--- src/hw/rtl/beacon_frame_parser_defines.svh ---
// assertion macros for the beacon frame parser rtl
`ifndef BEACON_FRAME_PARSER_DEFINES_SVH
`define BEACON_FRAME_PARSER_DEFINES_SVH

// property that must hold at every clock edge out of reset
`define BFP_ASSERT_ALWAYS(label, expr, msg) \
  label: assert property (@(posedge clk_i) disable iff (!rst_ni) (expr)) else $error(msg);

// property whose consequent must hold in the cycle after the antecedent
`define BFP_ASSERT_NEXT(label, ante, cons, msg) \
  label: assert property (@(posedge clk_i) disable iff (!rst_ni) (ante) |=> (cons)) \
    else $error(msg);

`endif

--- src/hw/rtl/bfp_pkg.sv ---
// types and constants of the beacon frame parser
package bfp_pkg;

  localparam logic [31:0] MagicReset = 32'h534D_4231;

  // result queue between front and back
  localparam int unsigned QDepth = 2;
  localparam int unsigned QPtrW  = $clog2(QDepth);
  localparam int unsigned QCntW  = $clog2(QDepth + 1);

  // output tdata layout, lowest bit up
  localparam int unsigned OutDataW = 48;

  typedef enum logic [3:0] {
    KIND_MAGIC    = 4'd0,
    KIND_NAME_LEN = 4'd1,
    KIND_NAME     = 4'd2,
    KIND_ID_LEN   = 4'd3,
    KIND_ID       = 4'd4,
    KIND_ADDR_LEN = 4'd5,
    KIND_ADDR     = 4'd6,
    KIND_PORT     = 4'd7,
    KIND_OS       = 4'd8,
    KIND_WAKE     = 4'd9,
    KIND_TRAIL    = 4'd10,
    KIND_DISCARD  = 4'd11
  } field_kind_e;

  typedef enum logic [11:0] {
    PH_MAGIC    = 12'b0000_0000_0001,
    PH_NAME_LEN = 12'b0000_0000_0010,
    PH_NAME     = 12'b0000_0000_0100,
    PH_ID_LEN   = 12'b0000_0000_1000,
    PH_ID       = 12'b0000_0001_0000,
    PH_ADDR_LEN = 12'b0000_0010_0000,
    PH_ADDR     = 12'b0000_0100_0000,
    PH_PORT     = 12'b0000_1000_0000,
    PH_OS       = 12'b0001_0000_0000,
    PH_WAKE     = 12'b0010_0000_0000,
    PH_TRAIL    = 12'b0100_0000_0000,
    PH_DISCARD  = 12'b1000_0000_0000
  } phase_e;

  // one classified byte on its way from front to back
  typedef struct packed {
    field_kind_e kind;
    logic [7:0]  data_byte;
    logic        frame_end;
    logic        frame_ok;
    logic [15:0] port_value;
    logic [7:0]  os_code;
    logic [7:0]  wake_capable;
  } result_t;

  // queue occupancy seen by the front and the back
  typedef struct packed {
    logic full;
    logic empty;
  } q_status_t;

  function automatic field_kind_e phase_to_kind(phase_e ph);
    field_kind_e k;
    unique case (ph)
      PH_MAGIC:    k = KIND_MAGIC;
      PH_NAME_LEN: k = KIND_NAME_LEN;
      PH_NAME:     k = KIND_NAME;
      PH_ID_LEN:   k = KIND_ID_LEN;
      PH_ID:       k = KIND_ID;
      PH_ADDR_LEN: k = KIND_ADDR_LEN;
      PH_ADDR:     k = KIND_ADDR;
      PH_PORT:     k = KIND_PORT;
      PH_OS:       k = KIND_OS;
      PH_WAKE:     k = KIND_WAKE;
      PH_TRAIL:    k = KIND_TRAIL;
      default:     k = KIND_DISCARD;
    endcase
    return k;
  endfunction

endpackage

--- src/hw/rtl/bfp_front.sv ---
// front end: magic check and field classification, one byte per cycle while push_i is high
module bfp_front (
  input  logic              clk_i,
  input  logic              rst_ni,
  input  logic              cfg_we_i,
  input  logic [31:0]       cfg_magic_i,
  input  logic              push_i,
  input  logic [7:0]        rx_byte_i,
  input  logic              last_byte_i,
  output bfp_pkg::result_t  result_o
);
  import bfp_pkg::*;

  logic [31:0] magic_q;
  phase_e      phase_q, phase_d;
  logic [15:0] left_q, left_d;
  logic [7:0]  len_hi_q, len_hi_d;
  logic [1:0]  mag_idx_q, mag_idx_d;
  logic [15:0] port_q, port_d;
  logic [7:0]  os_q, os_d;
  logic [7:0]  wake_q, wake_d;
  logic [7:0]  want;
  logic [15:0] str_len;
  field_kind_e kind;

  always_comb begin
    case (mag_idx_q)
      2'd0:    want = magic_q[31:24];
      2'd1:    want = magic_q[23:16];
      2'd2:    want = magic_q[15:8];
      default: want = magic_q[7:0];
    endcase
  end

  assign str_len = {len_hi_q, rx_byte_i};

  always_comb begin
    phase_d   = phase_q;
    left_d    = left_q;
    len_hi_d  = len_hi_q;
    mag_idx_d = mag_idx_q;
    port_d    = port_q;
    os_d      = os_q;
    wake_d    = wake_q;
    kind      = phase_to_kind(phase_q);
    unique case (phase_q) inside
      PH_MAGIC: begin
        if (rx_byte_i != want) begin
          phase_d = PH_DISCARD;
        end else if (mag_idx_q == 2'd3) begin
          mag_idx_d = 2'd0;
          left_d    = 16'd0;
          phase_d   = PH_NAME_LEN;
        end else begin
          mag_idx_d = mag_idx_q + 2'd1;
        end
      end
      PH_NAME_LEN, PH_ID_LEN, PH_ADDR_LEN: begin
        if (left_q == 16'd0) begin
          len_hi_d = rx_byte_i;
          left_d   = 16'd1;
        end else if (str_len == 16'd0) begin
          // empty string, go straight to the next field
          left_d = 16'd0;
          if (phase_q == PH_NAME_LEN) begin
            phase_d = PH_ID_LEN;
          end else if (phase_q == PH_ID_LEN) begin
            phase_d = PH_ADDR_LEN;
          end else begin
            phase_d = PH_PORT;
          end
        end else begin
          left_d = str_len;
          if (phase_q == PH_NAME_LEN) begin
            phase_d = PH_NAME;
          end else if (phase_q == PH_ID_LEN) begin
            phase_d = PH_ID;
          end else begin
            phase_d = PH_ADDR;
          end
        end
      end
      PH_NAME, PH_ID, PH_ADDR: begin
        left_d = left_q - 16'd1;
        if (left_q == 16'd1) begin
          if (phase_q == PH_NAME) begin
            phase_d = PH_ID_LEN;
          end else if (phase_q == PH_ID) begin
            phase_d = PH_ADDR_LEN;
          end else begin
            phase_d = PH_PORT;
          end
        end
      end
      PH_PORT: begin
        if (left_q == 16'd0) begin
          port_d = {rx_byte_i, 8'h00};
          left_d = 16'd1;
        end else begin
          port_d  = {port_q[15:8], rx_byte_i};
          left_d  = 16'd0;
          phase_d = PH_OS;
        end
      end
      PH_OS: begin
        os_d    = rx_byte_i;
        phase_d = PH_WAKE;
      end
      PH_WAKE: begin
        wake_d  = rx_byte_i;
        phase_d = PH_TRAIL;
      end
      PH_TRAIL: begin
      end
      default: begin
        kind    = KIND_DISCARD;
        phase_d = PH_DISCARD;
      end
    endcase
  end

  always_comb begin
    result_o.kind         = kind;
    result_o.data_byte    = rx_byte_i;
    result_o.frame_end    = last_byte_i;
    result_o.frame_ok     = last_byte_i && (phase_d == PH_TRAIL);
    result_o.port_value   = port_d;
    result_o.os_code      = os_d;
    result_o.wake_capable = wake_d;
  end

  always_ff @(posedge clk_i or negedge rst_ni) begin
    if (!rst_ni) begin
      magic_q <= MagicReset;
    end else if (cfg_we_i) begin
      magic_q <= cfg_magic_i;
    end
  end

  always_ff @(posedge clk_i or negedge rst_ni) begin
    if (!rst_ni) begin
      phase_q   <= PH_MAGIC;
      left_q    <= 16'd0;
      len_hi_q  <= 8'd0;
      mag_idx_q <= 2'd0;
      port_q    <= 16'd0;
      os_q      <= 8'd0;
      wake_q    <= 8'd0;
    end else if (push_i) begin
      if (last_byte_i) begin
        // datagram done, next byte starts a new one
        phase_q   <= PH_MAGIC;
        left_q    <= 16'd0;
        len_hi_q  <= 8'd0;
        mag_idx_q <= 2'd0;
        port_q    <= 16'd0;
        os_q      <= 8'd0;
        wake_q    <= 8'd0;
      end else begin
        phase_q   <= phase_d;
        left_q    <= left_d;
        len_hi_q  <= len_hi_d;
        mag_idx_q <= mag_idx_d;
        port_q    <= port_d;
        os_q      <= os_d;
        wake_q    <= wake_d;
      end
    end
  end

endmodule

--- src/hw/rtl/bfp_queue.sv ---
// short result queue decoupling the front end from the output stage
`include "beacon_frame_parser_defines.svh"

module bfp_queue (
  input  logic                clk_i,
  input  logic                rst_ni,
  input  logic                push_i,
  input  bfp_pkg::result_t    push_data_i,
  input  logic                pop_i,
  output bfp_pkg::result_t    pop_data_o,
  output bfp_pkg::q_status_t  status_o
);
  import bfp_pkg::*;

  result_t            mem_q [QDepth];
  logic [QPtrW-1:0]   wr_ptr_q, rd_ptr_q;
  logic [QCntW-1:0]   cnt_q;

  assign status_o.full  = (cnt_q == QCntW'(QDepth));
  assign status_o.empty = (cnt_q == '0);
  assign pop_data_o     = mem_q[rd_ptr_q];

  always_ff @(posedge clk_i) begin
    if (push_i) begin
      mem_q[wr_ptr_q] <= push_data_i;
    end
  end

  always_ff @(posedge clk_i or negedge rst_ni) begin
    if (!rst_ni) begin
      wr_ptr_q <= '0;
      rd_ptr_q <= '0;
      cnt_q    <= '0;
    end else begin
      if (push_i) begin
        wr_ptr_q <= (wr_ptr_q == QPtrW'(QDepth - 1)) ? '0 : wr_ptr_q + 1'b1;
      end
      if (pop_i) begin
        rd_ptr_q <= (rd_ptr_q == QPtrW'(QDepth - 1)) ? '0 : rd_ptr_q + 1'b1;
      end
      if (push_i && !pop_i) begin
        cnt_q <= cnt_q + 1'b1;
      end else if (pop_i && !push_i) begin
        cnt_q <= cnt_q - 1'b1;
      end
    end
  end

  `BFP_ASSERT_ALWAYS(a_no_overflow, !(push_i && status_o.full), "push into full queue")
  `BFP_ASSERT_ALWAYS(a_no_underflow, !(pop_i && status_o.empty), "pop from empty queue")
  `BFP_ASSERT_NEXT(a_cnt_track, push_i && !pop_i, cnt_q == $past(cnt_q) + 1'b1, "count lost a push")
  `BFP_ASSERT_NEXT(a_ptr_gap, 1'b1, status_o.empty || (cnt_q != '0), "count and empty disagree")

endmodule

--- src/hw/rtl/bfp_back.sv ---
// output stage: result formatting and master-side register
module bfp_back (
  input  logic                          clk_i,
  input  logic                          rst_ni,
  input  bfp_pkg::q_status_t            q_status_i,
  input  bfp_pkg::result_t              q_data_i,
  output logic                          pop_o,
  output logic                          m_axis_tvalid_o,
  input  logic                          m_axis_tready_i,
  output logic [bfp_pkg::OutDataW-1:0]  m_axis_tdata_o,
  output logic [3:0]                    m_axis_tuser_o,
  output logic                          m_axis_tlast_o
);
  import bfp_pkg::*;

  logic                valid_q;
  logic [OutDataW-1:0] data_q;
  logic [3:0]          user_q;
  logic                last_q;
  logic [OutDataW-1:0] data_d;
  logic                ok;

  assign pop_o = !q_status_i.empty && (!valid_q || m_axis_tready_i);
  assign ok    = q_data_i.frame_ok;

  // decoded values only show on a good frame end
  always_comb begin
    data_d        = '0;
    data_d[7:0]   = q_data_i.data_byte;
    data_d[8]     = ok;
    data_d[24:9]  = ok ? q_data_i.port_value : 16'd0;
    data_d[32:25] = ok ? q_data_i.os_code : 8'd0;
    data_d[40:33] = ok ? q_data_i.wake_capable : 8'd0;
  end

  always_ff @(posedge clk_i or negedge rst_ni) begin
    if (!rst_ni) begin
      valid_q <= 1'b0;
    end else if (pop_o) begin
      valid_q <= 1'b1;
    end else if (m_axis_tready_i) begin
      valid_q <= 1'b0;
    end
  end

  always_ff @(posedge clk_i) begin
    if (pop_o) begin
      data_q <= data_d;
      user_q <= q_data_i.kind;
      last_q <= q_data_i.frame_end;
    end
  end

  assign m_axis_tvalid_o = valid_q;
  assign m_axis_tdata_o  = data_q;
  assign m_axis_tuser_o  = user_q;
  assign m_axis_tlast_o  = last_q;

endmodule

--- src/hw/rtl/beacon_frame_parser.sv ---
// top level of the beacon frame parser
// Byte-serial parser for a discovery datagram: four magic bytes, three strings
// (name, id, address) each led by a 16-bit big-endian length, a 16-bit port,
// an os byte and a wake byte. Every input transaction yields exactly one output
// transaction that tags the byte with its field kind and passes it through;
// on the byte marked tlast the output reports whether the magic matched and
// the datagram was complete through the wake byte, with the decoded port, os
// and wake values (zero otherwise). The front end classifies a byte in the
// cycle it is accepted, so one byte per clock is sustained while the master
// side keeps up; a two-entry queue and an output register sit between it and
// the master side, and m_axis_tvalid is driven by that output register.
// s_axis_tready only drops while the queue is full, i.e. while the master
// side stalls. The user must write the magic word through the cfg channel
// (always ready) only while the block is idle; the block does not enforce it.
module beacon_frame_parser (
  input  logic                          clk_i,
  input  logic                          rst_ni,
  // magic word, first byte in bits 31:24
  input  logic                          cfg_valid_i,
  output logic                          cfg_ready_o,
  input  logic [31:0]                   cfg_data_i,
  // tdata: rx_byte[7:0]
  input  logic                          s_axis_tvalid_i,
  output logic                          s_axis_tready_o,
  input  logic [7:0]                    s_axis_tdata_i,
  input  logic                          s_axis_tlast_i,
  // tdata: data_byte[7:0], frame_ok[8], port_value[24:9], os_code[32:25],
  //        wake_capable[40:33], zero[47:41]
  output logic                          m_axis_tvalid_o,
  input  logic                          m_axis_tready_i,
  output logic [bfp_pkg::OutDataW-1:0]  m_axis_tdata_o,
  // tuser: field_kind[3:0]
  output logic [3:0]                    m_axis_tuser_o,
  // tlast: frame_end
  output logic                          m_axis_tlast_o
);
  import bfp_pkg::*;

  logic      push;
  logic      pop;
  result_t   front_res;
  result_t   q_head;
  q_status_t q_status;

  // config writes are taken at any time
  assign cfg_ready_o = 1'b1;

  // a byte is accepted whenever the queue has room
  assign s_axis_tready_o = !q_status.full;
  assign push            = s_axis_tvalid_i && s_axis_tready_o;

  // front end: parse state and classification
  bfp_front u_front (
    .clk_i       (clk_i),
    .rst_ni      (rst_ni),
    .cfg_we_i    (cfg_valid_i && cfg_ready_o),
    .cfg_magic_i (cfg_data_i),
    .push_i      (push),
    .rx_byte_i   (s_axis_tdata_i),
    .last_byte_i (s_axis_tlast_i),
    .result_o    (front_res)
  );

  // decoupling queue
  bfp_queue u_queue (
    .clk_i       (clk_i),
    .rst_ni      (rst_ni),
    .push_i      (push),
    .push_data_i (front_res),
    .pop_i       (pop),
    .pop_data_o  (q_head),
    .status_o    (q_status)
  );

  // back end: format and present the result
  bfp_back u_back (
    .clk_i           (clk_i),
    .rst_ni          (rst_ni),
    .q_status_i      (q_status),
    .q_data_i        (q_head),
    .pop_o           (pop),
    .m_axis_tvalid_o (m_axis_tvalid_o),
    .m_axis_tready_i (m_axis_tready_i),
    .m_axis_tdata_o  (m_axis_tdata_o),
    .m_axis_tuser_o  (m_axis_tuser_o),
    .m_axis_tlast_o  (m_axis_tlast_o)
  );

endmodule
--- config.mk ---
export PLATFORM = sky130hd
export DESIGN_NAME = beacon_frame_parser
export DESIGN_NICKNAME = d
export VERILOG_FILES = /design/src/hw/rtl/bfp_pkg.sv /design/src/hw/rtl/bfp_front.sv /design/src/hw/rtl/bfp_queue.sv /design/src/hw/rtl/bfp_back.sv /design/src/hw/rtl/beacon_frame_parser.sv
export VERILOG_INCLUDE_DIRS = /design/src /design/src/hw/rtl
export SDC_FILE = /design/constraint.sdc
export NUM_CORES = 1
export LEC_CHECK = 0
export CELL_PAD_IN_SITES_DETAIL_PLACEMENT = 0
export CELL_PAD_IN_SITES_GLOBAL_PLACEMENT = 1
export CORE_ASPECT_RATIO = 0.75
export CORE_MARGIN = 2
export CORE_UTILIZATION = 50
export CTS_CLUSTER_SIZE = 14
export DETAILED_ROUTE_END_ITERATION = 8
export DONT_BUFFER_PORTS = 1
export PLACE_DENSITY = 0.87
export SLEW_MARGIN = 20
export SYNTH_ARGS = -nofsm -noshare
export SYNTH_HDL_FRONTEND = slang
export SYNTH_SLANG_ARGS = --single-unit
export TNS_END_PERCENT = 1
--- constraint.sdc ---
create_clock -name clk_i -period 4.4 [get_ports clk_i]
set_clock_uncertainty 0.2 [all_clocks]
set_input_delay 0.88 -clock clk_i [delete_from_list [all_inputs] [get_ports clk_i]]
set_output_delay 0.88 -clock clk_i [all_outputs]
set_load 0.05 [all_outputs]
# --- After elaboration in Yosys (flattened, before gate mapping) ---
# Memory sizes are Yosys's and may differ from the RTL's.
# Cells that the tools add are included.
totals:
  regBits: 153
  rom_bits: 0
  out_inout_bits: 56
  memories: 1
  ram_bits: 92
  latch_bits: 0
  inputBits: 46
memory_table:
  columns: ["memory", "depth", "word_bits", "rd", "rd_clocked_by_memory_dff", "wr", "line", "rtl"]
  rows:
  - ["u_queue.mem_q", 2, 46, 1, 0, 1, "bfp_queue.sv:15", "result_t mem_q [QDepth];"]
op_classes:
  magnitude_cmp: 0
  n_shift: 0
  mul: 0
  muxes: 46
  eq_ne: 21
  n_bitwise: 0
  addsub: 6
  reduce_logical: 27
  div_mod_pow: 0
op_table:
  columns: ["cell", "n"]
  rows:
  - ["$mux 16", 8]
  - ["$mux 12", 10]
  - ["$pmux 12 s7", 1]
  - ["$mux 8", 9]
  - ["$pmux 16 s4", 1]
  - ["$pmux 4 s11", 1]
  - ["$logic_not 16->1", 2]
  - ["$eq 12x11->1 const B", 2]
  - ["$pmux 8 s3", 1]
  - ["$eq 16x1->1 const B", 1]
  - ["$sub 16x1->16 const B", 1]
  - ["$eq 12x1->1 const B", 1]
  - ["$eq 12x10->1 const B", 1]
  - ["$eq 12x2->1 const B", 1]
  - ["$eq 12x3->1 const B", 1]
  - ["$eq 12x4->1 const B", 1]
  - ["$eq 12x5->1 const B", 1]
  - ["$eq 12x6->1 const B", 1]
  - ["$eq 12x7->1 const B", 1]
  - ["$eq 12x8->1 const B", 1]
  - ["$eq 12x9->1 const B", 1]
  - ["$mux 2", 6]
  - ["$reduce_or 11->1", 1]
  - ["$reduce_bool 2->1", 5]
  - ["19 further kinds", 41]

# --- Longest topological paths before layout ---
logic_depth:
  ltp_word: 8
  depth_mapped: 11
  depth_no_buf: 9

# --- Modules after synthesis ---
# Synthesis repeated with hierarchy kept, for this count alone.
hier_totals:
  hier_cells: 815
  area_unflattened_um2: 11124.4
modules_own_cells:
  columns: ["module", "area_per_inst_um2", "instances", "cells_each"]
  rows:
  - ["bfp_front", 5738.0, 1, 558]
  - ["bfp_queue", 3629.7, 1, 159]
  - ["bfp_back", 1735.4, 1, 94]
  - ["beacon_frame_parser", 21.3, 1, 4]

# --- Worst setup path after synthesis ---
# Ideal clock, no wire load.
synth_timing:
  kind: "register to register"
  from: "register u_queue.cnt_q[0]"
  to: "memory u_queue.mem_q[0][0] (netlist name) (enable)"
  stages_incl_launch_ff: 6
  t_arrival_ns: 3.432
  setup_slack_ns: 0.318
  t_required_ns: 3.750
  path_buffers: 2
  path_cell_list: "dfrtp_1 nand2b_1 nand2_1 clkbuf_1 buf_1 nor2_1"
synth_between:
  elab_chain_len: 5
synth_rtl:
  columns: ["element", "line", "rtl"]
  rows:
  - ["start, declared", "bfp_queue.sv:17", "logic [QCntW-1:0] cnt_q;"]
  - ["start signal, assigned", "bfp_queue.sv:42", "cnt_q <= cnt_q + 1'b1;"]
  - ["start signal, assigned", "bfp_queue.sv:44", "cnt_q <= cnt_q - 1'b1;"]
  - ["$eq 2x2->1", "bfp_queue.sv:19", "assign status_o.full = (cnt_q == QCntW'(QDepth));"]
  - ["$logic_not 1->1", "beacon_frame_parser.sv:49", "assign s_axis_tready_o = !q_status.full;"]
  - ["net s_axis_tready_o", "beacon_frame_parser.sv:24", "output logic s_axis_tready_o,"]
  - ["$logic_and 1x1->1", "beacon_frame_parser.sv:50", "assign push = s_axis_tvalid_i && s_axis_tready_o;"]
  - ["$mux 1", "bfp_queue.sv:24", "if (push_i) begin"]
  - ["$mux 1 (implied by the code)", "bfp_queue.sv:25", "mem_q[wr_ptr_q] <= push_data_i;"]
  - ["end, declared", "bfp_queue.sv:15", null]
# The timed path passes the listed nets, and every way through them passes these cells.

# --- Final worst setup path ---
layout_timing:
  from: "register u_front.phase_q[1]"
  to: "register u_front.left_q[3]"
layout_between:
  elab_chain_len: 4
layout_rtl:
  columns: ["element", "line", "rtl"]
  rows:
  - ["start, declared", "bfp_front.sv:15", "phase_e phase_q, phase_d;"]
  - ["start signal, assigned", "bfp_front.sv:160", "phase_q <= phase_d;"]
  - ["$eq 12x7->1 (no source line), or another cell as far along", null, null]
  - ["$reduce_or 3->1", "bfp_front.sv:46", "unique case (phase_q) inside"]
  - ["$pmux 16 s4 or $reduce_bool 5->1 (tied branches)", null, null]
  - ["$mux 16 or $reduce_and 4->1 (tied branches)", null, null]
  - ["end signal, assigned", "bfp_front.sv:161", "left_q <= left_d;"]
  - ["end, declared", "bfp_front.sv:16", "logic [15:0] left_q, left_d;"]
# Several ways; a longest one is shown, not always the timed one.
# A chain may end at the register's enable or synchronous reset.

==> summary.txt <==
Power and ir drop
  – Power Dens Cells: 639 mW/mm2
  – Sw frac: 35.8%
  – Internal: 0.00483 W
  – Comb power frac: 18.9%
  – Switching pwr: 0.00270 W
  – Worst vdd ir: 284 uV
  – Clock power share: 28.6%
  – Sequential power share: 52.5%
  – Leakage: 4.64 nW

Timing
  – Tightest Pin Transition: 980 ps
  – Final setup viols: 0
  – Setup WS post-layout: 905 ps
  – Setup TNS: 0 ps
  – Period utilization: 79.4%
  – Max-slew violation count: 0
  – Fmax: 0.286 GHz
  – Fin crit period: 3500 ps
  – Fin. Hold Viols: 0
  – RSZ-0062 raised after global routing: no
  – Relative slew margins: 33.3%

Worst setup path
  – Crit-path cells: nor4_1, nand2_1, o41ai_4, or3_4, inv_2, nor4_4, a311oi_4, a221o_1
  – Crit path depth: 8
  – R2r startpoint: u_front.phase_q[1]$_DFFE_PN0P_
  – Setup Crit Path Kind: register to register
  – Critical path origin: u_front.phase_q[1]$_DFFE_PN0P_
  – Worst-path fanout max: 15
  – Reg2Reg Depth: 8
  – R2R setup slack: 900 ps
  – CP top delay family: simple AND/OR/NAND/NOR gates
  – CP max-delay cell: o41ai_4
  – Worst path bufs/invs: 1
  – CP Launch Type: register
  – Worst Path Required: 4610 ps
  – Critical Path AT: 3710 ps
  – Setup crit end kind: register
  – Worst path max stage delay: 660 ps
  – Setup crit end: u_front.left_q[3]$_DFFE_PN0P_
  – Reg-to-Reg End: u_front.left_q[3]$_DFFE_PN0P_

Flow run
  – Max-cap violations: 0

Yosys
  – Most used flip-flop cell after synthesis: edfxtp_1
  – Post-synth cell types: 64
  – Synth area leaders: edfxtp_1 (39%), dfrtp_1 (22%), mux2_2 (6.8%), a22o_1 (4.2%), dfstp_2 (3.4%)
  – Most instantiated cells after synthesis: edfxtp_1 (138), dfrtp_1 (93), mux2_2 (64), nor2_1 (57), a22o_1 (51)
  – Synth Cell Area: 0.0107 mm2
  – Sequential fraction of the synthesis area: 64.1%
  – Most frequent cell after synthesis: edfxtp_1
  – Async S/R FF share, synth: 43.7%
  – Mapped Cells: 773
  – Flops & latches, synth: 245
  – Dominant cell type by area after synthesis: edfxtp_1
  – Synth top area share: 38.8%
  – Post-synth EDFFs: 138
  – Ys Warns: 0
  – Syn Area/Cell: 13.8 um2

Layout
  – Non-filler cells, final: 1066
  – Area added between synthesis and finish: 10.3%
  – Non-Filler Cell Area, Final: 0.0118 mm2
  – Final-stage net count: 812
  – Share of cells above drive strength 1: 18.6%
  – Fill cells: 1659
  – Antenna cells: 0
  – Fin util: 55.9%

CTS
  – CTS Buf Count: 25
  – Worst-path clk slew: 60 ps
  – Clock latency at the later pin of the worst-skew pair: 540 ps
  – Clock Sinks: 245
  – Root buf cell: clkbuf_16
  – H-tree depth: 1
  – CTS tree: yes
  – Clock Tree Buf Depth: 3
  – CTS resizes: 0

Global routing
  – Met1 usage: 28.8%
  – Largest net degree at the start of global routing: 94
  – Vias in the first global route: 6426
  – Grt ovf: 0
  – M2 GR Usage: 32.9%
  – Initial antenna violation count: 0
  – Total track usage: 20.6%
  – First-pass GRT wire length: 36300 um
  – GR Util met3: 4.48%
  – Layer with the highest usage: met2

Route
  – Antenna viol nets, final: 0
  – Drt drc: 0
  – Via density: 6.15
  – Vias post-DR: 6561
  – Drt wl/cell: 21.9 um
  – TritonRoute pass-1 iters: 8
  – Routed WL: 23300 um
  – First DRT Iteration DRCs: 575

Floorplanning
  – Row count: 46
  – Die Ht: 131 um
  – IO Pins: 102
  – Starting Density: 50.7%
  – CORE AREA: 0.0211 mm2
  – Chip width: 173 um
  – Die area: 0.0225 mm2

Placed design
  – Placed cell area: 0.0109 mm2
  – DP Wirelength: 14800 um
  – I/O Buffers: 0
  – # placed instances: 1018
  – Gpl congestion: 0.890
  – Placement Setup Slack: 947 ps

Status
  – Outcome: finished clean

Min path
  – Worst min path class: primary input to async pin
-- per-stage QoR --
stage | hold slack (ps) | power [W]
2_1_floorplan | 261 | 0.00503
3_3_place_gp | 282 | 0.00531
3_5_place_dp | 287 | 0.00538
4_1_cts | 89.1 | 0.00755
5_1_grt | 118 | 0.00782
6_report | 51.1 | 0.00753
-- registers in the layout, indices dropped and copies added (netlist names) --
register,flops
u_front.left_q,16
u_back.m_axis_tlast_o,1
u_queue.rd_ptr_q,1
u_back.m_axis_tuser_o,4
u_front.wake_q,8
u_front.os_q,8
u_front.magic_q,32
u_front.phase_q,12
u_front.mag_idx_q,2
u_back.m_axis_tdata_o,41
u_back.m_axis_tvalid_o,1
u_front.len_hi_q,8
u_queue.wr_ptr_q,1
u_queue.mem_q,92
u_queue.cnt_q,2
u_front.port_q,16
-- power groups by stage --
stage          Clock, W  Sequential, W  Combinational [W]
2_1_floorplan         0        0.00393            0.00109
3_3_place_gp          0        0.00398            0.00133
5_1_grt         0.00228        0.00399            0.00155
4_1_cts         0.00218        0.00396            0.00141
6_report        0.00215        0.00395            0.00142
3_5_place_dp          0        0.00400            0.00138
-- final cells by class --
cell class	count	area [um2]	area share (%)
timing repair buffer	11	105	0.892
clock buffer	30	666	5.65
sequential	245	6840	58.1
clock inverter	16	178	1.51
multi-input combinational	463	3580	30.4
inverter	13	48.8	0.414
tap	288	360	3.06
-- layout by cell type, fill, tap and decap left out, drive strengths merged, types with 7 or more instances in the layout --
master,netlist,final
xnor2,14,14
clkinv,1,9
a21oi,19,19
a222oi,8,8
nor2,57,57
inv,12,14
mux2,69,69
o21ai,22,22
a22o,51,51
nand3,15,15
dfrtp,93,93
nand2,24,24
o2bb2ai,9,9
conb,2,8
mux2i,33,33
ha,7,7
a22oi,10,10
nand4,10,10
or4,8,8
nor4,16,16
buf,24,10
clkbuf,34,30
nor3,13,13
dfstp,14,14
xor2,11,11
edfxtp,138,138
nor2b,11,11
-- logic make-up after synthesis --
| family | after synthesis | synth area share [%] |
|---|---|---|
| DFF | 245 | 64.1 |
| and+or+nand+nor | 176 | 9.04 |
| AOI/OAI and AO/OA | 145 | 10.6 |
| muxes | 102 | 10.4 |
| buffers and inverters | 71 | 3.00 |
| xor gates and xnor gates | 25 | 2.05 |
| adders and majority gates | 7 | 0.820 |
| other | 2 | 0.0703 |
-- worst min path at each step --
stage                     slack (ps)                     startpoint                             end  cells after the start
after floorplan                  260   u_queue.wr_ptr_q$_DFFE_PN0P_    u_queue.wr_ptr_q$_DFFE_PN0P_                      1
after global placement           280  u_front.wake_q[6]$_DFFE_PN0P_   u_front.wake_q[6]$_DFFE_PN0P_                      1
after detailed placement         290    u_front.os_q[4]$_DFFE_PN0P_     u_front.os_q[4]$_DFFE_PN0P_                      1
after CTS                         90                         rst_ni     u_front.os_q[2]$_DFFE_PN0P_                      1
after global routing             120                         rst_ni  u_front.left_q[13]$_DFFE_PN0P_                      1
final                             50                         rst_ni  u_front.left_q[12]$_DFFE_PN0P_                      1
-- layer usage --
metal  vias to the layer above  wire [um]
li1                       2912          -
met4                         0        500
met3                        53       1670
met5                         -          0
met2                       276      10700
met1                      3320      10400
-- timing repair --
| item | 4_1_cts | 5_1_grt |
|---|---|---|
| setup buffers | 0 | 0 |
| hold endpoints to repair | 93 | 0 |
| hold buffers | 2 | 0 |
Power figures use the tool's default switching activity.
